<file path="config.mk">
export PLATFORM = sky130hd
export DESIGN_NAME = dsbm_ctrl
export DESIGN_NICKNAME = d
export VERILOG_FILES = /design/src/rtl/domain_suffix_blocklist_match_assert.svh /design/src/rtl/dsbm_pkg.sv /design/src/rtl/dsbm_ctrl.sv
export SDC_FILE = /design/constraint.sdc
export NUM_CORES = 1
export LEC_CHECK = 0
export BUFFER_PORTS_ARGS = -buffer_cell sky130_fd_sc_hd__buf_4
export CAP_MARGIN = 20
export CORE_AREA = 3 3 40 42
export CTS_BUF_LIST = sky130_fd_sc_hd__clkbuf_16
export CTS_CLUSTER_SIZE = 8
export DETAILED_ROUTE_END_ITERATION = 8
export DIE_AREA = 0 0 43 45
export PLACE_DENSITY = 0.67
export SYNTH_ARGS = -nofsm -noshare
export SYNTH_HDL_FRONTEND = slang
export SYNTH_SLANG_ARGS = --single-unit
</file>
<file path="constraint.sdc">
create_clock -name clk -period 1.99 [get_ports clk]
set_clock_uncertainty 0.1 [all_clocks]
set_input_delay 0.398 -clock clk [delete_from_list [all_inputs] [get_ports clk]]
set_output_delay 0.398 -clock clk [all_outputs]
set_load 0.005 [all_outputs]
</file>
<file path="src/rtl/domain_suffix_blocklist_match_assert.svh">
// Assertion macros for the domain suffix blocklist matcher.
// DSBM_ASSERT_IMP checks that a condition implies another in the same cycle.
// DSBM_ASSERT_NXT checks that a condition implies another in the next cycle.
`ifndef DOMAIN_SUFFIX_BLOCKLIST_MATCH_ASSERT_SVH
`define DOMAIN_SUFFIX_BLOCKLIST_MATCH_ASSERT_SVH
`ifndef SYNTHESIS
`define DSBM_ASSERT_IMP(name, clock, resetn, ante, cons, msg) \
    name: assert property (@(posedge clock) disable iff (!resetn) (ante) |-> (cons)) \
        else $error(msg);
`define DSBM_ASSERT_NXT(name, clock, resetn, ante, cons, msg) \
    name: assert property (@(posedge clock) disable iff (!resetn) (ante) |=> (cons)) \
        else $error(msg);
`else
`define DSBM_ASSERT_IMP(name, clock, resetn, ante, cons, msg)
`define DSBM_ASSERT_NXT(name, clock, resetn, ante, cons, msg)
`endif
`endif

</file>
<file path="src/rtl/dsbm_pkg.sv">
// ---------------------------------------------------------------------------
// dsbm_pkg
// Types and constants shared by the domain suffix blocklist matcher.
// ---------------------------------------------------------------------------
package dsbm_pkg;

    localparam logic [1:0] MODE_LOAD  = 2'd0;
    localparam logic [1:0] MODE_QUERY = 2'd1;
    localparam logic [1:0] MODE_INVAL = 2'd2;

    localparam logic [7:0] DOT_CHAR = 8'h2E;

    typedef struct packed {
        logic [1:0] mode;
        logic [5:0] rule_slot;
        logic [7:0] byte_value;
        logic       is_wildcard;
        logic       last;
    } dsbm_in_t;

    typedef struct packed {
        logic blocked;
        logic status;
    } dsbm_out_t;

    typedef struct packed {
        logic       valid;
        logic       wild;
        logic [7:0] len;
    } dsbm_meta_t;

    typedef enum logic [3:0] {
        ST_CLEAR,
        ST_IDLE,
        ST_SCAN_INIT,
        ST_META_RD,
        ST_META_CHK,
        ST_CHAR_RD,
        ST_CHAR_CMP,
        ST_DOT_RD,
        ST_DOT_CMP,
        ST_NEXT,
        ST_REPORT
    } dsbm_state_t;

    typedef struct packed {
        logic accept;
        logic clear_step;
        logic scan_start;
        logic meta_read;
        logic char_read;
        logic char_next;
        logic dot_read;
        logic slot_next;
        logic set_hit;
        logic report;
    } dsbm_cmd_t;

    typedef struct packed {
        logic query_end;
        logic overlong;
        logic last_slot;
        logic meta_skip;
        logic rlen_zero;
        logic chars_last;
        logic need_dot;
        logic char_eq;
        logic dot_eq;
    } dsbm_stat_t;

    function automatic logic [7:0] fold_case(input logic [7:0] c);
        logic [7:0] r;
        r = c;
        if (c >= 8'h41 && c <= 8'h5A)
        begin
            r = c + 8'h20;
        end
        return r;
    endfunction

endpackage

</file>
<file path="src/rtl/dsbm_ctrl.sv">
// ---------------------------------------------------------------------------
// dsbm_ctrl
// Sequencer: reset clearing pass, word intake and the rule scan at name end.
// ---------------------------------------------------------------------------
module dsbm_ctrl (
    input  logic                 clk,
    input  logic                 rst_n,
    input  logic                 start,
    input  dsbm_pkg::dsbm_stat_t stat,
    output dsbm_pkg::dsbm_cmd_t  cmd,
    output logic                 busy
);
    import dsbm_pkg::*;

    dsbm_state_t state_reg;
    dsbm_state_t state_next;

    always_ff @(posedge clk or negedge rst_n)
    begin
        if (!rst_n)
        begin
            state_reg <= ST_CLEAR;
        end
        else
        begin
            state_reg <= state_next;
        end
    end

    always_comb
    begin
        state_next = state_reg;
        cmd        = '0;
        busy       = (state_reg != ST_IDLE);
        case (state_reg)
            ST_CLEAR:
            begin
                cmd.clear_step = 1'b1;
                if (stat.last_slot)
                begin
                    state_next = ST_IDLE;
                end
            end
            ST_IDLE:
            begin
                if (start)
                begin
                    cmd.accept = 1'b1;
                    if (stat.query_end)
                    begin
                        state_next = ST_SCAN_INIT;
                    end
                end
            end
            ST_SCAN_INIT:
            begin
                if (stat.overlong)
                begin
                    state_next = ST_REPORT;
                end
                else
                begin
                    cmd.scan_start = 1'b1;
                    state_next     = ST_META_RD;
                end
            end
            ST_META_RD:
            begin
                cmd.meta_read = 1'b1;
                state_next    = ST_META_CHK;
            end
            ST_META_CHK:
            begin
                if (stat.meta_skip)
                begin
                    state_next = ST_NEXT;
                end
                else if (!stat.rlen_zero)
                begin
                    state_next = ST_CHAR_RD;
                end
                else if (stat.need_dot)
                begin
                    state_next = ST_DOT_RD;
                end
                else
                begin
                    cmd.set_hit = 1'b1;
                    state_next  = ST_REPORT;
                end
            end
            ST_CHAR_RD:
            begin
                cmd.char_read = 1'b1;
                state_next    = ST_CHAR_CMP;
            end
            ST_CHAR_CMP:
            begin
                if (!stat.char_eq)
                begin
                    state_next = ST_NEXT;
                end
                else
                begin
                    cmd.char_next = 1'b1;
                    if (!stat.chars_last)
                    begin
                        state_next = ST_CHAR_RD;
                    end
                    else if (stat.need_dot)
                    begin
                        state_next = ST_DOT_RD;
                    end
                    else
                    begin
                        cmd.set_hit = 1'b1;
                        state_next  = ST_REPORT;
                    end
                end
            end
            ST_DOT_RD:
            begin
                cmd.dot_read = 1'b1;
                state_next   = ST_DOT_CMP;
            end
            ST_DOT_CMP:
            begin
                if (stat.dot_eq)
                begin
                    cmd.set_hit = 1'b1;
                    state_next  = ST_REPORT;
                end
                else
                begin
                    state_next = ST_NEXT;
                end
            end
            ST_NEXT:
            begin
                if (stat.last_slot)
                begin
                    state_next = ST_REPORT;
                end
                else
                begin
                    cmd.slot_next = 1'b1;
                    state_next    = ST_META_RD;
                end
            end
            ST_REPORT:
            begin
                cmd.report = 1'b1;
                state_next = ST_IDLE;
            end
            default:
            begin
                state_next = ST_IDLE;
            end
        endcase
    end

endmodule

</file>
* After elaboration in Yosys (flattened, before gate mapping) *
Cells that the tools add are included.

word-level totals
  bits in registers = 4
  input bits = 12
  logic and storage cells = 49

cells by class
  equality and inequality tests = 14
  multiplexer cells = 32
  reduce and logical (&&, ||, !) cells = 2

operators by type and width
  kind                                                 number
  two-way mux 4 bit                                    10
  case mux 4 bit (10 select lines)                     1
  two-way mux 1 bit                                    19
  equality test 4 x 3 -> 1 bit, second input constant  4
  equality test 4 bit, second input constant           3
  equality test 4 x 2 -> 1 bit, second input constant  2
  != test 2 bit, second input constant                 3
  equality test 4 x 1 -> 1 bit, second input constant  1
  zero test 4 bit                                      1
  != test 4 x 1 -> 1 bit, second input constant        1
  case mux 1 bit (3 select lines)                      1
  AND reduction 3 bit                                  1
  two-way mux 2 bit                                    1

* Logic depth before layout (Yosys ltp) *
Gate-level depths: netlist (run 1).

  word-level depth = 4
  mapped depth = 5

* Worst setup path after synthesis (run 1) *
No wires, ideal clock.

  kind = reg2out
  from = register state_reg[3]
  to = output cmd[1] (netlist name)
  data arrival time = 1140 ps
  data required time = 1492 ps
  slack = 352 ps
  cell stages (with the launch flop) = 5
  path through = dfrtp_1 and2b_4 nand3_1 a211oi_2 o21a_1

RTL lines
  what                    line             source
  from (decl)             dsbm_ctrl.sv:15  dsbm_state_t state_reg;
  from (signal assigned)  dsbm_ctrl.sv:26  state_reg <= state_next;
  to (decl)               dsbm_ctrl.sv:10  output dsbm_pkg::dsbm_cmd_t cmd,

==> flow_summary.json, run 1 <==
{
  "status": "finished clean",
  "tightest_slew_ns": 0.274,
  "crit_fanout": 7,
  "grt_use_total": 0.187,
  "synthTopCellsByArea": "dfrtp_1 20%, a21oi_1 5.9%, nor2_1 5.9%",
  "power_density_mw_per_mm2": 1500,
  "final-setup-viol-count": 0,
  "ys_types": 32,
  "crit_required_ns": 1.49,
  "cts_buffers": 3,
  "hold_viol": 0,
  "viasPerCell": 5.66,
  "gp_congestion": 0.807,
  "cts_tree": "built",
  "worstSkewPairLatency_ns": 0.23,
  "wl_microns": 1690,
  "synth.top_cell.area_share": 0.197,
  "slew_headroom": 0.815,
  "placed_cell_area_sq_um": 696,
  "cp.arrival_ns": 1.48,
  "hpwl_microns": 1090,
  "pin_count": 23,
  "synth_edf_count": 0,
  "reg2reg_slack_ns": 0.35,
  "ys_seq_area_frac": 0.197,
  "drc": 0,
  "p_leak_nw": 0.386,
  "cp-end-kind": "output port",
  "clockBufferDepth": 2,
  "cp-start-kind": "register",
  "ir_drop_v": 0.000955,
  "most-common-layout-cells": "31 x buf_4, 8 x nor2_1, 6 x inv_1, 5 x a21oi_1, 4 x nand2b_1",
  "largest_reg_flops": 4,
  "fillers": 109,
  "drv_cap": 0,
  "clkSlewWorstSetupHoldPaths_ns": 0.03,
  "min_period_over_period": 0.993,
  "fin_crit_ns": 1.98,
  "clock-sinks": 4,
  "dp_slack_ns": 0.214,
  "yosysTopAreaCell": "dfrtp_1",
  "htreeDepth": 1,
  "setup_slack_ns": 0.0147,
  "timing.fmax_ghz": 0.506,
  "vias": 628,
  "rsz0062_at_grt": "yes",
  "area_growth_pct": 63.1,
  "grt_antenna_before_repair": 0,
  "design_area_sq_um": 828,
  "io_buffer_count": 22,
  "netlist_area_sq_um": 508,
  "antenna_left": 0,
  "ys.flop_type": "dfrtp_1",
  "start_util": 0.395,
  "cts_root_buf": "clkbuf_16",
  "worstSetupPathType": "reg2out",
  "grt_pass1_vias": 591,
  "drv_slew": 0,
  "die_y_microns": 45,
  "synthArstFlopShare": 1.00,
  "nets": 110,
  "grt.overflow.total": 0,
  "die-width_microns": 43,
  "coreArea_sq_mm": 0.00128,
  "postSynthCellCount": 65,
  "final_common_cell": "buf_4",
  "ys_warn_count": 0,
  "die_area_sq_mm": 0.00194,
  "grt_pass1_wl_microns": 2640,
  "synth_seq_cells": 4,
  "num_rows": 13,
  "synth_area_per_cell_sq_um": 7.82,
  "hp-class": "in2async",
  "drt_iter0_drc": 15,
  "grt_max_degree": 15,
  "wl_per_cell_microns": 15.3,
  "n_antenna_cell": 0,
  "drive_gt1_frac": 0.448,
  "synth_fp_nets": 77,
  "drtPass1Iterations": 6
}
-- what timing repair did --
| item | 4_1_cts | 5_1_grt |
|---|---|---|
| setup endpoints to repair | 1 | 3 |
| hold endpoints to repair | 4 | 0 |
| hold buffers | 1 | 0 |
| setup buffers | 2 | 3 |
| pin swaps | 4 | 1 |
| gates resized for setup | 3 | 0 |
-- per-stage QoR --
step / power, mW / setup TNS, ns / hold WS (ns) / util / instances
finish: 1.24 / 0 / 0.406 / 0.645 / 111
global route: 1.32 / -0.100 / 0.436 / 0.645 / 111
CTS: 1.21 / -0.00989 / 0.403 / 0.627 / 108
detailed placement: 0.841 / 0 / 0.0971 / 0.541 / 102
global placement: 0.831 / 0 / 0.0942 / 0.541 / 102
floorplan: 0.639 / 0 / 0.00241 / - / 65
-- final cells by class --
class | instances | area (sq um) | area share
inverter | 6 | 22.5 | 0.0272
tap | 15 | 18.8 | 0.0227
multi-input combinational | 51 | 368 | 0.444
clock buffer | 3 | 75.1 | 0.0906
timing repair buffer | 32 | 243 | 0.293
sequential | 4 | 101 | 0.122
-- logic make-up after synthesis --
group           synth area share
simple gates               0.360
compound gates             0.328
buf+inv                   0.0960
flops                      0.197
mux                       0.0197
-- power by group --
part	internal, mW	switching (mW)
combinational	0.397	0.363
sequential	0.119	0.0450
clock	0.257	0.0585
-- path summary, 6_finish.rpt --
check	start	endpoint	cells past startpoint
setup / recovery	state_reg[2]	cmd[1]	4
hold / removal	rst_n	state_reg[3]	2
setup reg to reg	state_reg[2]	state_reg[0]	5
hold reg to reg	state_reg[2]	state_reg[2]	2
max in group asynchronous	rst_n	state_reg[2]	2
min in group clk	stat[6]	state_reg[0]	4
-- cells in the mapped netlist, drive strengths merged, types with 2 or more instances --
master  instances
dfrtp           4
nand2b          4
o22ai           2
nor3            2
o21a            3
buf             4
nor3b           2
a21oi           6
a31oi           2
nor2            8
nand2           3
nor4            2
inv             6
-- layer usage --
layer / global-route usage / part of all wire
met1: 0.210 / 0.39
met2: 0.329 / 0.51
met5: 0 / 0
met4: 0.139 / 0.037
met3: 0.0199 / 0.063
-- critical path, stage by stage (launching register included) --
cell	delay (ns)
dfrtp_2	0.43
or3b_4	0.43
nor2_1	0.14
o21a_1	0.14
buf_4	0.11
No activity file was read; power rests on OpenSTA's default activity.
==> run 2, diff against run 1 <==
- ABC_AREA: default -> 1
- CORE_AREA: 3 3 40 42 -> default
- CORE_MARGIN: default -> 3
- CORE_UTILIZATION: default -> 35
- DIE_AREA: 0 0 43 45 -> default
- PLACE_DENSITY: 0.67 -> default
==> run 2 against run 1 <==
Against the previous run: critical path depth is 1 higher; cell area down 10%; register-to-register slack improved by 0.22 ns; fmax increased by 1.0%; critical path type unchanged; largest cell class unchanged.
==> flow_summary.json, run 2 <==
{
  "status": "finished clean",
  "yosysTopAreaCell": "dfrtp_1",
  "vias": 627,
  "grt_pass1_wl_microns": 2390,
  "ys_types": 16,
  "final-setup-viol-count": 0,
  "synthArstFlopShare": 1.00,
  "drv_cap": 0,
  "tightest_slew_ns": 0.258,
  "final_common_cell": "buf_4",
  "p_leak_nw": 0.420,
  "ys_seq_area_frac": 0.214,
  "synth_area_per_cell_sq_um": 5.44,
  "hp-class": "in2reg",
  "cts_tree": "built",
  "synth.top_cell.area_share": 0.214,
  "synthTopCellsByCount": "18 x nor2_1, 16 x inv_1, 16 x nand2_1, 13 x nand3_1",
  "netlist_area_sq_um": 468,
  "clkSlewWorstSetupHoldPaths_ns": 0.03,
  "nets": 126,
  "io_buffer_count": 22,
  "ys.flop_type": "dfrtp_1",
  "n_antenna_cell": 0,
  "crit_required_ns": 1.49,
  "coreArea_sq_mm": 0.00119,
  "htreeDepth": 1,
  "grt_pass1_vias": 567,
  "cts_buffers": 3,
  "design_area_sq_um": 744,
  "clockBufferDepth": 2,
  "fillers": 116,
  "worstSetupPathType": "reg2out",
  "grt_use_total": 0.176,
  "synth.most_common_cell": "nor2_1",
  "ys_warn_count": 0,
  "grt.overflow.total": 0,
  "cp-start-kind": "register",
  "die-width_microns": 42.6,
  "clock-sinks": 4,
  "most-common-layout-cells": "22 x buf_4, 17 x nor2_1, 16 x nand2_1, 15 x inv_1, 13 x nand3_1",
  "num_rows": 12,
  "largest_reg_flops": 4,
  "cp-end-kind": "output port",
  "area_growth_pct": 59.1,
  "pin_count": 23,
  "grt_antenna_before_repair": 0,
  "drv_slew": 0,
  "holdWs_ns": 0.359,
  "gp_congestion": 0.844,
  "antenna_left": 0,
  "synth_seq_cells": 4,
  "start_util": 0.395,
  "min_period_over_period": 0.982,
  "wl_microns": 1560,
  "drt_iter0_drc": 20,
  "ir_drop_v": 0.000921,
  "utilization": 0.628,
  "drc": 0,
  "synthTopCellsByArea": "dfrtp_1 21%, nor2_1 14%, nand3_1 14%",
  "synth_edf_count": 0,
  "power_mw": 1.04,
  "timing.fmax_ghz": 0.512,
  "drive_gt1_frac": 0.330,
  "grt_max_degree": 7,
  "hold_viol": 0,
  "hpwl_microns": 1090,
  "placed_cell_area_sq_um": 651,
  "post_cts_buffers": 0,
  "synth_fp_nets": 98,
  "die_area_sq_mm": 0.00181,
  "worstSkewPairLatency_ns": 0.23,
  "wl_per_cell_microns": 12.4,
  "drtPass1Iterations": 4,
  "cts_root_buf": "clkbuf_16",
  "viasPerCell": 4.98,
  "die_y_microns": 42.6,
  "postSynthCellCount": 86,
  "crit_fanout": 6,
  "fin_crit_ns": 1.95,
  "slew_headroom": 0.828,
  "cp.arrival_ns": 1.46,
  "power_density_mw_per_mm2": 1400
}
run 2: repair_timing:
action                     in CTS  in global routing
resized for setup               0                  4
setup endpoints to repair       0                  1
hold endpoints to repair        4                  0
hold buffers                    1                  0
run 2: metrics by stage:
step	setup TNS, ns	cells	worst slack, ns
5_1_grt	-0.0362	126	-0.0362
6_report	0	126	0.0350
3_5_place_dp	0	122	0.275
4_1_cts	0	126	0.0271
3_3_place_gp	0	122	0.293
2_1_floorplan	0	86	0.466
run 2: path summary, 6_finish.rpt:
path	from	end	slack, ns	depth (start not counted)
max	state_reg[2]	cmd[1]	0.04	5
min	stat[6]	state_reg[3]	0.36	3
max reg2reg	state_reg[2]	state_reg[0]	0.57	7
min reg2reg	state_reg[1]	state_reg[3]	0.66	4
max in group asynchronous	rst_n	state_reg[1]	1.27	2
min in group asynchronous	rst_n	state_reg[2]	0.41	2
run 2: layer usage:
metal	global-route usage	vias up	part of all wire
li1	-	325	-
met1	0.228	277	0.45
met2	0.255	25	0.47
met3	0.0815	0	0.080
met4	0.0559	0	0
met5	0	-	0
run 2: cell type report:
| type | count | area (sq um) | area share |
|---|---|---|---|
| Multi-Input combinational cell | 63 | 304 | 0.408 |
| Sequential cell | 4 | 101 | 0.136 |
| Clock buffer | 3 | 75.1 | 0.101 |
| Tap cell | 14 | 17.5 | 0.0235 |
| Inverter | 19 | 71.3 | 0.0958 |
| Timing Repair Buffer | 23 | 175 | 0.235 |
run 2: critical path: stages, from the launching register on:
cell and delay [ns]:
dfrtp_1 0.47, nand2_1 0.17, nor2_2 0.19, inv_1 0.08, o221ai_1 0.17, buf_4 0.14
run 2: report_power, final:
| group | internal (mW) | switching [mW] | leakage [nW] | total, mW |
|---|---|---|---|---|
| Clock | 0.257 | 0.0590 | 0.0370 | 0.316 |
| Sequential | 0.120 | 0.0648 | 0.0489 | 0.185 |
| Combinational | 0.213 | 0.326 | 0.334 | 0.539 |
run 2: cells by family (layout without fill, tap and decap cells):
group,Yosys count,after routing,synth area share
and+or+nand+nor,54,54,0.511
buffers and inverters,19,45,0.152
AOI/OAI and AO/OA,9,9,0.123
DFF,4,4,0.214
==> run 3, diff against run 2 <==
- CORE_MARGIN: 3 -> 10
- SETUP_SLACK_MARGIN: default -> 0.1
==> run 3 against run 2 <==
Against the previous run: sequential power barely moved; register-to-register slack barely moved; sequential cell count did not move; via count grew 4.8%; critical path depth increased by 1; non-clock buffer count grew 9; worst setup slack better by 0.13 ns; die area rose by 77%; highest routed layer is now met4.
==> flow_summary.json, run 3 (synthesized netlist as in run 2, its figures left out) <==
{
  "coreArea_sq_mm": 0.00128,
  "worstHoldEndpoint": "state_reg[3]",
  "vias": 657,
  "most-common-layout-cells": "31 x buf_4, 16 x nor2_1, 15 x inv_1, 14 x nand2_1, 13 x nand3_1",
  "cp-end-kind": "output port",
  "grt-busiest-layer": "met2",
  "ir_drop_v": 0.000937,
  "cp.arrival_ns": 1.33,
  "worstSetupPathType": "reg2out",
  "final-setup-viol-count": 0,
  "hold_start": "stat[6]",
  "hold_viol": 0,
  "whs_path_depth": 3,
  "drv_cap": 0,
  "setup_slack_ns": 0.161,
  "grt_max_degree": 7,
  "tightest_slew_ns": 0.235,
  "use_met3": 0.0225,
  "largest_reg_flops": 4,
  "antenna_left": 0,
  "clockBufferDepth": 2,
  "fin_crit_ns": 1.83,
  "rr_startpoint": "state_reg[3]",
  "p_leak_nw": 0.466,
  "htreeDepth": 1,
  "wl_microns": 1690,
  "nets": 135,
  "cts_tree": "built",
  "drt_iter0_drc": 43,
  "cp-start-kind": "register",
  "slew_headroom": 0.841,
  "reg2regPathDepth": 8,
  "die_y_microns": 56.6,
  "wl_per_cell_microns": 12.4,
  "final_common_cell": "buf_4",
  "die_area_sq_mm": 0.00320,
  "drc": 0,
  "grt_pass1_wl_microns": 2620,
  "grt_use_total": 0.0938,
  "reg2reg_slack_ns": 0.58,
  "die-width_microns": 56.6,
  "grt_antenna_before_repair": 0,
  "io_buffer_count": 22,
  "min_period_over_period": 0.919,
  "rr_endpoint": "state_reg[0]",
  "dp_slack_ns": 0.225,
  "start_util": 0.364,
  "crit_required_ns": 1.49,
  "clock-sinks": 4,
  "hp-class": "in2reg",
  "area_growth_pct": 78.3,
  "viasPerCell": 4.83,
  "drtPass1Iterations": 4,
  "grt_pass1_vias": 614,
  "cts_root_buf": "clkbuf_16",
  "cts_buffers": 3,
  "num_rows": 13,
  "grtUsageMet1": 0.110,
  "hpwl_microns": 1260,
  "drv_slew": 0,
  "use_met2": 0.165,
  "grt.overflow.total": 0,
  "gp_congestion": 0.851,
  "timing.fmax_ghz": 0.547,
  "power_density_mw_per_mm2": 1350,
  "worstSkewPairLatency_ns": 0.22,
  "n_antenna_cell": 0,
  "clkSlewWorstSetupHoldPaths_ns": 0.03,
  "rsz0062_at_grt": "no",
  "tns_ns": 0,
  "crit_fanout": 4,
  "pin_count": 23,
  "drive_gt1_frac": 0.430,
  "status": "finished clean"
}
## run 3: what timing repair did
| action | in CTS | in global routing |
|---|---|---|
| endpoints found under the hold margin | 4 | 0 |
| hold buffers | 1 | 0 |
| endpoints found under the setup margin | 1 | 2 |
| setup buffers | 2 | 7 |
| pin swaps | 2 | 1 |
| resized for setup | 4 | 8 |
## run 3: worst max path at each step
stage                 startpoint     end  cells after the start  slack [ns]
floorplan           state_reg[3]  cmd[1]                      5        0.47
global placement    state_reg[3]  cmd[1]                      6        0.21
detailed placement  state_reg[3]  cmd[1]                      6        0.22
CTS                 state_reg[0]  cmd[1]                      6        0.10
global route        state_reg[1]  cmd[1]                      6        0.08
finish              state_reg[3]  cmd[1]                      6        0.16
## run 3: final cells by class
| type | instances | area [sq um] |
|---|---|---|
| Clock buffer | 3 | 75.1 |
| Inverter | 19 | 76.3 |
| Fill cell | 105 | 450 |
| Timing Repair Buffer | 32 | 243 |
| Sequential cell | 4 | 104 |
| Multi-Input combinational cell | 63 | 318 |
| Tap cell | 15 | 18.8 |
## run 3: per-stage QoR
step / utilization / power, mW / cells / area (sq um) / hold slack (ns)
finish: 0.649 / 1.12 / 136 / 835 / 0.369
global route: 0.649 / 1.21 / 136 / 835 / 0.387
CTS: 0.592 / 1.02 / 129 / 761 / 0.364
detailed placement: 0.507 / 0.680 / 123 / 652 / 0.0953
global placement: 0.507 / 0.689 / 123 / 652 / 0.0961
floorplan: - / 0.495 / 86 / 468 / 0.00241
## run 3: per-layer routing
metal  part of all wire  vias up
met4              0.013        0
met2               0.51       32
met5                  0        -
met1               0.41      280
met3              0.067        2
li1                   -      343
## run 3: power by group
| group | total (mW) | internal, mW | switching, mW |
|---|---|---|---|
| sequential | 0.186 | 0.123 | 0.0624 |
| clock | 0.305 | 0.256 | 0.0486 |
| combinational | 0.634 | 0.285 | 0.348 |
## run 3: critical path: stages, from the launching register on
cell	delay (ns)
dfrtp_1	0.41
inv_2	0.11
nand2_2	0.08
nor2_4	0.13
inv_1	0.09
o221ai_2	0.16
buf_4	0.13
